===== config.mk =====
export PLATFORM = sky130hd
export DESIGN_NAME = ste_cell
export DESIGN_NICKNAME = d
export VERILOG_FILES = /design/src/sorted_table_engine_macros.svh /design/src/ste_pkg.sv /design/src/ste_cell.sv
export SDC_FILE = /design/constraint.sdc
export NUM_CORES = 1
export LEC_CHECK = 0
export BUFFER_PORTS_ARGS = -buffer_cell sky130_fd_sc_hd__buf_2
export CAP_MARGIN = 20
export CORE_ASPECT_RATIO = 1.1
export CORE_MARGIN = 3
export CORE_UTILIZATION = 47
export DETAILED_ROUTE_END_ITERATION = 7
export HOLD_SLACK_MARGIN = 0.02
export PLACE_DENSITY = 0.87
export SLEW_MARGIN = 20
export SYNTH_ARGS = -nofsm -noshare
export SYNTH_HDL_FRONTEND = slang
export SYNTH_SLANG_ARGS = --single-unit

===== constraint.sdc =====
create_clock -name clk -period 5.4 [get_ports clk]
set_input_delay 0 -clock clk [delete_from_list [all_inputs] [get_ports clk]]
set_output_delay 0 -clock clk [all_outputs]
set_load 0.005 [all_outputs]

===== src/sorted_table_engine_macros.svh =====
// ---------------------------------------------------------------------------
// sorted table engine assertion macros
// shared property forms for the concurrent checks of the engine
// ---------------------------------------------------------------------------
`ifndef SORTED_TABLE_ENGINE_MACROS_SVH
`define SORTED_TABLE_ENGINE_MACROS_SVH

// same-cycle implication, checked outside reset
`define STE_ASSERT_IMP(label, clk, rst, ante, cons) \
  label: assert property (@(posedge clk) disable iff (rst) (ante) |-> (cons)) \
    else $error("sorted table engine check failed");

// next-cycle implication, checked outside reset
`define STE_ASSERT_NXT(label, clk, rst, ante, cons) \
  label: assert property (@(posedge clk) disable iff (rst) (ante) |=> (cons)) \
    else $error("sorted table engine check failed");

`endif


===== src/ste_pkg.sv =====
// ---------------------------------------------------------------------------
// ste_pkg
// types and constants shared by the sorted table engine modules
// ---------------------------------------------------------------------------
package ste_pkg;

  localparam int DATA_W = 32;
  localparam int FILL_W = 6;

  typedef enum logic [1:0] {
    OP_INSERT = 2'd0,
    OP_DELETE = 2'd1,
    OP_FWD    = 2'd2,
    OP_REV    = 2'd3
  } op_t;

  typedef enum logic [1:0] {
    STAT_OK       = 2'd0,
    STAT_EMPTY    = 2'd1,
    STAT_NOTFOUND = 2'd2,
    STAT_FULL     = 2'd3
  } status_t;

  typedef enum logic [2:0] {
    CELL_HOLD,
    CELL_INSERT,
    CELL_DELETE,
    CELL_ROT_L,
    CELL_ROT_R
  } cell_op_t;

  typedef enum logic {
    ST_IDLE,
    ST_TRAV
  } ctrl_state_t;

  typedef struct packed {
    cell_op_t                  op;
    logic signed [DATA_W-1:0]  value;
  } cell_cmd_t;

endpackage


===== src/ste_cell.sv =====
// ---------------------------------------------------------------------------
// ste_cell
// one slot of the sorted chain: holds a value and shifts with its neighbors
// ---------------------------------------------------------------------------
module ste_cell
  import ste_pkg::*;
(
  input  logic                     clk,
  input  logic                     rst,
  input  cell_cmd_t                cmd,
  input  logic signed [DATA_W-1:0] head_data,
  input  logic signed [DATA_W-1:0] prev_data,
  input  logic                     prev_valid,
  input  logic                     prev_gt,
  input  logic signed [DATA_W-1:0] next_data,
  input  logic                     next_valid,
  output logic signed [DATA_W-1:0] data,
  output logic                     valid,
  output logic                     gt,
  output logic                     eq
);

  logic signed [DATA_W-1:0] data_next;
  logic                     valid_next;
  logic                     ge;

  // empty slots count as larger than anything
  assign gt = !valid || (cmd.value < data);
  assign ge = valid && !(data < cmd.value);
  assign eq = valid && (data == cmd.value);

  always_comb begin
    data_next  = data;
    valid_next = valid;
    case (cmd.op)
      CELL_INSERT: begin
        if (gt) begin
          data_next = prev_gt ? prev_data : cmd.value;
        end
        valid_next = valid || prev_valid;
      end
      CELL_DELETE: begin
        if (ge) begin
          data_next  = next_data;
          valid_next = next_valid;
        end
      end
      CELL_ROT_L: begin
        if (valid) begin
          data_next = next_valid ? next_data : head_data;
        end
      end
      CELL_ROT_R: begin
        if (valid) begin
          data_next = prev_data;
        end
      end
      default: begin
        data_next  = data;
        valid_next = valid;
      end
    endcase
  end

  always_ff @(posedge clk) begin
    data <= data_next;
    if (rst) begin
      valid <= 1'b0;
    end else begin
      valid <= valid_next;
    end
  end

endmodule


==> impl_metrics.env <==
export IMPL_outcome="complete, no violations"
export IMPL_cts_setup_buffers=0
export IMPL_grtUsageTotal=0.295
export IMPL_avgSynthCellArea_um2=9.60
export IMPL_finalCriticalPeriod_ns=2.69
export IMPL_drt_iter0_markers=261
export IMPL_final_hold_violation_count=0
export IMPL_ant_nets=0
export IMPL_critPathLaunch="data[17]"
export IMPL_stdcell_area_um2=4290
export IMPL_drt_drc_violations_left=0
export IMPL_vias_per_cell=5.83
export IMPL_die_area_um2=6880
export IMPL_power_leakage_nw=2.14
export IMPL_p_sw_frac=0.291
export IMPL_fin_setup_tns_ns=0
export IMPL_p_sw_uw=217
export IMPL_wl_per_cell_um=18.0
export IMPL_finalSetupViolCount=0
export IMPL_clock_fmax_mhz=371
export IMPL_grt_max_degree=33
export IMPL_tightest_slew_ns=0.864
export IMPL_drive_above_1_share=0.393
export IMPL_dp_cells=521
export IMPL_die_w_um=79.4
export IMPL_reg2reg_from="data[17]"
export IMPL_cts_sinks=33
export IMPL_worstSetupEndpointType="flip-flop"
export IMPL_critPathArrivalTime_ns=2.62
export IMPL_wirelength_um=10400
export IMPL_place_port_buffers=170
export IMPL_cts_hold_buf=49
export IMPL_cts_resized=0
export IMPL_ys_ff_latch=33
export IMPL_p_int_uw=528
export IMPL_cap_violations=0
export IMPL_antenna_found_initial=1
export IMPL_instances_no_fill=580
export IMPL_cp_required_ns=5.33
export IMPL_die_y_um=86.7
export IMPL_post_route_period_util=0.499
export IMPL_yosys_warnings=0
export IMPL_cts_inserted_buffers=5
export IMPL_grt_ovfl_total=0
export IMPL_slew_violations=0
export IMPL_area_growth_pct=54.0
export IMPL_cts_tree="yes"
export IMPL_placed_area_um2=3690
export IMPL_fin_nets=671
export IMPL_utilization=0.770
export IMPL_dr_pass1_iters=5
export IMPL_start_kind="flip-flop"
export IMPL_hpwlAfterDp_um=7220
export IMPL_cts_clk_slew_worst_paths_ns=0.07
export IMPL_rsz0062_at_grt="no"
export IMPL_coreArea_um2=5570
export IMPL_skew_ns=0.00997
export IMPL_synth_net_count=458
export IMPL_pwr_share_comb=0.329
export IMPL_htree_levels=2
export IMPL_grt_pass1_wl_um=15700
export IMPL_critical_path_class="reg2reg"
export IMPL_root_buffer="clkbuf_8"
export IMPL_ys_seq_area_frac=0.352
export IMPL_io_pins=171
export IMPL_p_seq_frac=0.409
export IMPL_pwr_density_cell_nw_per_um2=174
export IMPL_power_frac_clock=0.262
export IMPL_yosysUniqueCellTypes=45
export IMPL_clk_latency_ns=0.28
export IMPL_min_from="next_data[3]"
export IMPL_num_rows=28
export IMPL_synth_edf_count=32
export IMPL_reg2reg_slack_ns=2.71
export IMPL_synthFlopType="edfxtp_1"
export IMPL_slew_headroom=0.424
export IMPL_path_max_fanout=32
export IMPL_synth_area_um2=2780
export IMPL_hp_class="in2reg"
export IMPL_grt_pass1_vias=3458
export IMPL_p_total_uw=746
export IMPL_gp_congestion=0.801
export IMPL_synthCells=290
export IMPL_cts_max_path_buffers=2
export IMPL_ir_drop_mv=0.127
export IMPL_async_flop_share=0
export IMPL_vias=3381
export IMPL_start_util=0.500
-- final timing paths --
| check | depth (start not counted) | to |
|---|---|---|
| setup / recovery | 8 | data[14] |
| hold / removal | 3 | data[3] |
| setup reg to reg | 8 | data[14] |
| hold reg to reg | 2 | valid |
-- per-layer routing --
layer  vias up  track usage  routed length [um]
met4         0        0.127                 283
met1      1604        0.323                3830
met5         -            0                   0
met2       191        0.556                5640
met3        27       0.0478                 692
li1       1559            -                   -
-- logic make-up (layout without fill, tap and decap cells) --
family,count (synthesis),in the layout,synth area share
AO/OA/AOI/OAI,100,100,0.287
adder cells (fa/ha/maj),32,32,0.144
buffers and inverters,54,268,0.0769
flip-flops,33,33,0.352
multiplexers,2,2,0.00719
other,0,1,0
AND/OR/NAND/NOR,69,69,0.133
-- Yosys cell counts, drive strengths merged, types with 3 or more instances --
master   n  area, um^2
buf      7        37.5
clkbuf  10        37.5
and3     4        26.3
a21o     4        31.3
nand2   40         158
nand4    5        37.5
o21ai    6        33.8
edfxtp  32         961
nand3    3        15.0
inv     37         139
a21oi   11        55.1
nor2     5        18.8
a22oi   33         248
ha      32         400
a32oi   32         280
-- worst max-delay path, stage by stage (launching register included) --
cell and delay, ns:
edfxtp_1 0.41, ha_1 0.31, a211oi_1 0.27, o22ai_1 0.18, o311ai_4 0.27, a21oi_1 0.10
o21bai_1 0.20, a22oi_2 0.17, buf_4 0.42
-- flip-flops by register name, summed over array words and instances, names as in the netlist --
name / flops
data: 32
valid: 1
-- area by class of cell --
cell class	instances	area, um^2
multi-input combinational	203	1600
timing repair buffer	223	1380
fill	396	1280
sequential	33	981
inverter	37	139
tap	75	93.8
clock buffer	8	90.1
antenna	1	2.50
-- power by group through the flow --
stage                     combinational [mW]  clock (mW)  sequential [mW]
after floorplan                        0.101           0            0.311
after global placement                 0.188           0            0.309
after detailed placement               0.197           0            0.310
after CTS                              0.236       0.198            0.305
after global routing                   0.268       0.209            0.306
final                                  0.245       0.195            0.305
-- per-stage QoR --
| stage | hold WS, ns | setup WS (ns) |
|---|---|---|
| 2_1_floorplan | 0.0704 | 1.67 |
| 3_3_place_gp | 0.187 | 2.85 |
| 3_5_place_dp | 0.189 | 2.72 |
| 4_1_cts | 0.0201 | 2.71 |
| 5_1_grt | 0.0263 | 2.60 |
| 6_report | 0.0164 | 2.71 |
-- placed cells by master (no fill, tap or decap), types with 3 or more instances in the layout --
cell type	Yosys	final
inv_1	37	37
buf_2	6	170
nand2_1	39	39
nand3_1	3	3
a22oi_1	33	32
nand4_1	4	4
buf_4	1	3
a21oi_1	11	10
edfxtp_1	32	32
a32oi_1	32	32
ha_1	32	32
o21ai_0	5	5
nor2_1	5	4
clkbuf_8	0	6
dlygate4sd3_1	0	49
Note: power is estimated with default switching activity, not from simulation.
