`src/sorted_table_engine_macros.svh`:
```
// ---------------------------------------------------------------------------
// sorted table engine assertion macros
// shared property forms for the concurrent checks of the engine
// ---------------------------------------------------------------------------
`ifndef SORTED_TABLE_ENGINE_MACROS_SVH
`define SORTED_TABLE_ENGINE_MACROS_SVH

// same-cycle implication, checked outside reset
`define STE_ASSERT_IMP(label, clk, rst, ante, cons) \
  label: assert property (@(posedge clk) disable iff (rst) (ante) |-> (cons)) \
    else $error("sorted table engine check failed");

// next-cycle implication, checked outside reset
`define STE_ASSERT_NXT(label, clk, rst, ante, cons) \
  label: assert property (@(posedge clk) disable iff (rst) (ante) |=> (cons)) \
    else $error("sorted table engine check failed");

`endif

```
`src/ste_pkg.sv`:
```
// ---------------------------------------------------------------------------
// ste_pkg
// types and constants shared by the sorted table engine modules
// ---------------------------------------------------------------------------
package ste_pkg;

  localparam int DATA_W = 32;
  localparam int FILL_W = 6;

  typedef enum logic [1:0] {
    OP_INSERT = 2'd0,
    OP_DELETE = 2'd1,
    OP_FWD    = 2'd2,
    OP_REV    = 2'd3
  } op_t;

  typedef enum logic [1:0] {
    STAT_OK       = 2'd0,
    STAT_EMPTY    = 2'd1,
    STAT_NOTFOUND = 2'd2,
    STAT_FULL     = 2'd3
  } status_t;

  typedef enum logic [2:0] {
    CELL_HOLD,
    CELL_INSERT,
    CELL_DELETE,
    CELL_ROT_L,
    CELL_ROT_R
  } cell_op_t;

  typedef enum logic {
    ST_IDLE,
    ST_TRAV
  } ctrl_state_t;

  typedef struct packed {
    cell_op_t                  op;
    logic signed [DATA_W-1:0]  value;
  } cell_cmd_t;

endpackage

```
`src/ste_ctrl.sv`:
```
// ---------------------------------------------------------------------------
// ste_ctrl
// operation sequencer, entry count and registered result stage
// ---------------------------------------------------------------------------
module ste_ctrl
  import ste_pkg::*;
#(
  parameter int CAPACITY = 32,
  parameter int CNT_W    = $clog2(CAPACITY + 1)
) (
  input  logic                     clk,
  input  logic                     rst,
  input  logic                     in_valid,
  output logic                     in_ready,
  input  op_t                      in_op,
  input  logic signed [DATA_W-1:0] in_value,
  output logic                     res_valid,
  input  logic                     res_ready,
  output status_t                  res_status,
  output logic signed [DATA_W-1:0] res_value,
  output logic                     res_last,
  output logic [FILL_W-1:0]        res_fill,
  input  logic                     found,
  input  logic signed [DATA_W-1:0] head_data,
  input  logic signed [DATA_W-1:0] tail_data,
  output cell_cmd_t                cmd,
  output logic [CNT_W-1:0]         count
);

  ctrl_state_t              state, state_next;
  logic [CNT_W-1:0]         count_next;
  logic [CNT_W-1:0]         remain, remain_next;
  logic                     rev, rev_next;
  logic                     out_free;
  logic                     in_acc;
  logic                     full;
  logic                     load;
  status_t                  ld_status;
  logic signed [DATA_W-1:0] ld_value;
  logic                     ld_last;

  assign out_free = !res_valid || res_ready;
  assign in_ready = (state == ST_IDLE) && out_free;
  assign in_acc   = in_valid && in_ready;
  assign full     = (count == CNT_W'(CAPACITY));

  always_comb begin
    state_next = state;
    case (state)
      ST_IDLE: begin
        if (in_acc && (in_op == OP_FWD || in_op == OP_REV) && count != '0) begin
          state_next = ST_TRAV;
        end
      end
      ST_TRAV: begin
        if (out_free && remain == CNT_W'(1)) begin
          state_next = ST_IDLE;
        end
      end
      default: state_next = ST_IDLE;
    endcase
  end

  always_comb begin
    cmd.op      = CELL_HOLD;
    cmd.value   = in_value;
    count_next  = count;
    remain_next = remain;
    rev_next    = rev;
    load        = 1'b0;
    ld_status   = STAT_OK;
    ld_value    = in_value;
    ld_last     = 1'b1;
    case (state)
      ST_IDLE: begin
        if (in_acc) begin
          case (in_op)
            OP_INSERT: begin
              load = 1'b1;
              if (full) begin
                ld_status = STAT_FULL;
              end else begin
                cmd.op     = CELL_INSERT;
                count_next = count + CNT_W'(1);
              end
            end
            OP_DELETE: begin
              load = 1'b1;
              if (count == '0) begin
                ld_status = STAT_EMPTY;
              end else if (!found) begin
                ld_status = STAT_NOTFOUND;
              end else begin
                cmd.op     = CELL_DELETE;
                count_next = count - CNT_W'(1);
              end
            end
            default: begin
              if (count == '0) begin
                load      = 1'b1;
                ld_status = STAT_EMPTY;
                ld_value  = '0;
              end else begin
                remain_next = count;
                rev_next    = (in_op == OP_REV);
              end
            end
          endcase
        end
      end
      ST_TRAV: begin
        if (out_free) begin
          load        = 1'b1;
          ld_value    = rev ? tail_data : head_data;
          ld_last     = (remain == CNT_W'(1));
          cmd.op      = rev ? CELL_ROT_R : CELL_ROT_L;
          remain_next = remain - CNT_W'(1);
        end
      end
      default: begin
        cmd.op = CELL_HOLD;
      end
    endcase
  end

  always_ff @(posedge clk) begin
    if (rst) begin
      state     <= ST_IDLE;
      count     <= '0;
      remain    <= '0;
      rev       <= 1'b0;
      res_valid <= 1'b0;
    end else begin
      state  <= state_next;
      count  <= count_next;
      remain <= remain_next;
      rev    <= rev_next;
      if (load) begin
        res_valid <= 1'b1;
      end else if (res_ready) begin
        res_valid <= 1'b0;
      end
    end
  end

  always_ff @(posedge clk) begin
    if (load) begin
      res_status <= ld_status;
      res_value  <= ld_value;
      res_last   <= ld_last;
      res_fill   <= FILL_W'(count_next);
    end
  end

endmodule

```
`config.mk`:
```
export PLATFORM = sky130hd
export DESIGN_NAME = ste_ctrl
export DESIGN_NICKNAME = d
export VERILOG_FILES = /design/src/sorted_table_engine_macros.svh /design/src/ste_pkg.sv /design/src/ste_ctrl.sv
export SDC_FILE = /design/constraint.sdc
export NUM_CORES = 1
export LEC_CHECK = 0
export ABC_CLOCK_PERIOD_IN_PS = 2800
export BUFFER_PORTS_ARGS = -buffer_cell sky130_fd_sc_hd__buf_2
export CAP_MARGIN = 20
export CORE_UTILIZATION = 45
export CTS_CLUSTER_SIZE = 10
export DETAILED_ROUTE_END_ITERATION = 10
export GPL_TIMING_DRIVEN = 0
export HOLD_SLACK_MARGIN = 0.1
export PLACE_DENSITY = 0.92
export SYNTH_ARGS = -nofsm -noshare
export SYNTH_HDL_FRONTEND = slang
export SYNTH_SLANG_ARGS = --single-unit
```
`constraint.sdc`:
```
create_clock -name clk -period 2.8 [get_ports clk]
set_input_delay 0.28 -clock clk [delete_from_list [all_inputs] [get_ports clk]]
set_output_delay 0.28 -clock clk [all_outputs]
set_load 0.02 [all_outputs]
```
==> reports/qor.yml <==
overflow: 0
dp_hpwl_mm: 8.04
vias: 3341
grt_pass1_vias: 3063
fmax_mhz: 390
reg2reg_depth: 9
yosys_most_used_dff: "edfxtp_1"
synth_top_area_share_pct: 36.5
setup_viol: 0
wl_mm: 10.3
synthTopCellsByCount: "45 x nand2_1, 41 x edfxtp_1, 35 x mux2i_1, 32 x buf_4, 28 x o21ai_0"
rows: 31
fill_cells: 583
cts_root_buf: "clkbuf_8"
antenna_found_initial: 1
drtIter0Drc: 156
maxCapViolCount: 0
port_buffers: 185
power_density_nw_per_um2: 465
netlist_area_um2: 3370
async_flop_share_pct: 0
rsz0062_at_grt: "no"
drc_errors: 0
hold_path.startpoint: "in_valid"
core-area_um2: 7250
clock_path_buffers: 2
cp.required_ps: 2820
synth_edf_count: 41
cts_tree: "done"
worst-setup-path-type: "flip-flop to flip-flop"
die_width_um: 88.5
cts_resized: 0
synthToLayoutAreaGrowth_pct: 35.3
ys_types: 56
die_area_um2: 7840
grt_usage_pct: 26.1
period_share_pct: 91.5
power_frac_seq_pct: 47.2
htree_levels: 2
clkPwrFrac_pct: 25.7
min_period_ps: 2560
comb_power_share_pct: 27.1
crit_fanout: 23
ys_seq_area_share_pct: 45.5
cp-startpoint: "count[0]"
ios: 187
antenna_left: 0
synth_area_per_cell_um2: 10.0
postCtsHoldBufs: 0
fin_skew_ps: 8.55
wl_per_cell_um: 16.4
internal_power_mw: 1.47
grt_max_degree: 24
cts_setup_buffers: 0
clkLatencyLatePin_ps: 310
worst_r2r_startpoint: "count[0]"
outcome: "finished clean"
cp-end-kind: "flip-flop"
drv_slew: 0
synthesis.instances: 337
finalSetupTns_ps: 0
yosysMostFrequentCell: "nand2_1"
synth_largest_area_cell: "edfxtp_1"
die_height_um: 88.5
max_slew_margin_pct: 52.4
tightest_slew_ps: 713
drive_gt1_share_pct: 47.3
min_path_cells: 3
vias_per_cell: 5.29
start_util_pct: 46.5
hold_class: "primary input to flip-flop"
cts_made_buffers: 5
final_cells: 631
cts.clk_slew.worst_paths_ps: 110
place.gp.congestion: 0.922
fin_util_pct: 62.9
cp.arrival_ps: 2580
grt_pass1_wl_mm: 15.3
critPathLaunchType: "flip-flop"
nets: 638
final_hold_viol_count: 0
switching_power_uw: 648
swShare_pct: 30.6
p_leak_nw: 2.04
ir_drop_mv: 0.290
ys_warn_count: 0
synth_area_leaders: "edfxtp_1 37%, mux2i_1 10%, dfxtp_1 8.9%"
ys_seq_elements: 56
hold_slack_ps: 227
dp_cells: 622
first_pass_iters: 5
cts_sinks: 56
syn_nets: 445
[placed cells by master, fill, tap and decap left out, drive strengths merged, types with 4 or more instances in the layout]
| cell type | instances |
|---|---|
| buf | 232 |
| ha | 5 |
| nand3 | 4 |
| edfxtp | 41 |
| nor2 | 16 |
| mux2i | 35 |
| nand2 | 45 |
| dfxtp | 15 |
| nor2b | 5 |
| clkbuf | 14 |
| o21ai | 43 |
| inv | 4 |
| a21oi | 15 |
| nand2b | 7 |
| and3 | 4 |
| or3 | 4 |
| nor3 | 4 |
[sequential cells by signal (all words and copies together), names as in the netlist]
name and count:
res_last 1, remain 6, count 6, res_value 32
res_status 2, res_fill 6, state 1, rev 1
res_valid 1
[critical path, cell delays in order, from the launching register on]
cell      delay, ps
dfxtp_1         430
inv_1           140
ha_1            190
nor4b_4         380
nand2b_2        100
buf_6           150
nand2_1         110
nand2_1          80
nand2_2         430
buf_16          250
[cell type report]
class	count	area, um^2	share of cell area (%)
buffer	54	367	8.04
sequential	56	1530	33.6
clock buffer	6	72.6	1.59
timing repair buffer	186	953	20.9
multi-input combinational	223	1460	32.0
antenna	1	2.50	0.0549
inverter	4	15.0	0.329
clock inverter	2	35.0	0.768
tap	99	124	2.72
[routing by layer]
metal	up-vias	global-route usage [%]	wire, um
met4	0	13.8	391
met2	180	45.3	5400
met5	-	0	0
li1	1568	-	-
met1	1563	30.2	3760
met3	30	5.50	781
[worst paths after layout]
path | to | slack [ps]
setup / recovery | res_value[14] | 240
hold / removal | res_valid | 230
setup reg to reg | res_value[14] | 240
hold reg to reg | remain[1] | 480
[logic make-up after synthesis]
kind of cell               share of synthesized area, %
xor gates and xnor gates                          0.520
adders and majority gates                          1.86
buffers and inverters                              11.3
DFF                                                45.5
muxes                                              10.4
and+or+nand+nor                                    16.0
AOI/OAI and AO/OA                                  14.4
[power groups by stage]
stage | registers [mW] | logic [mW] | clock network (mW)
floorplan | 1.11 | 0.241 | 0
global placement | 1.02 | 0.538 | 0
detailed placement | 1.02 | 0.569 | 0
CTS | 1.00 | 0.571 | 0.541
global route | 1.01 | 0.622 | 0.572
finish | 1.00 | 0.574 | 0.544
[metrics by stage]
stage,setup WS [ps],area (um^2),total power [mW]
after floorplan,166,3370,1.35
after global placement,-325,4420,1.56
after detailed placement,319,4450,1.59
after CTS,289,4560,2.11
after global routing,25.5,4560,2.20
final,239,4560,2.12
Power figures use the tool's default switching activity.
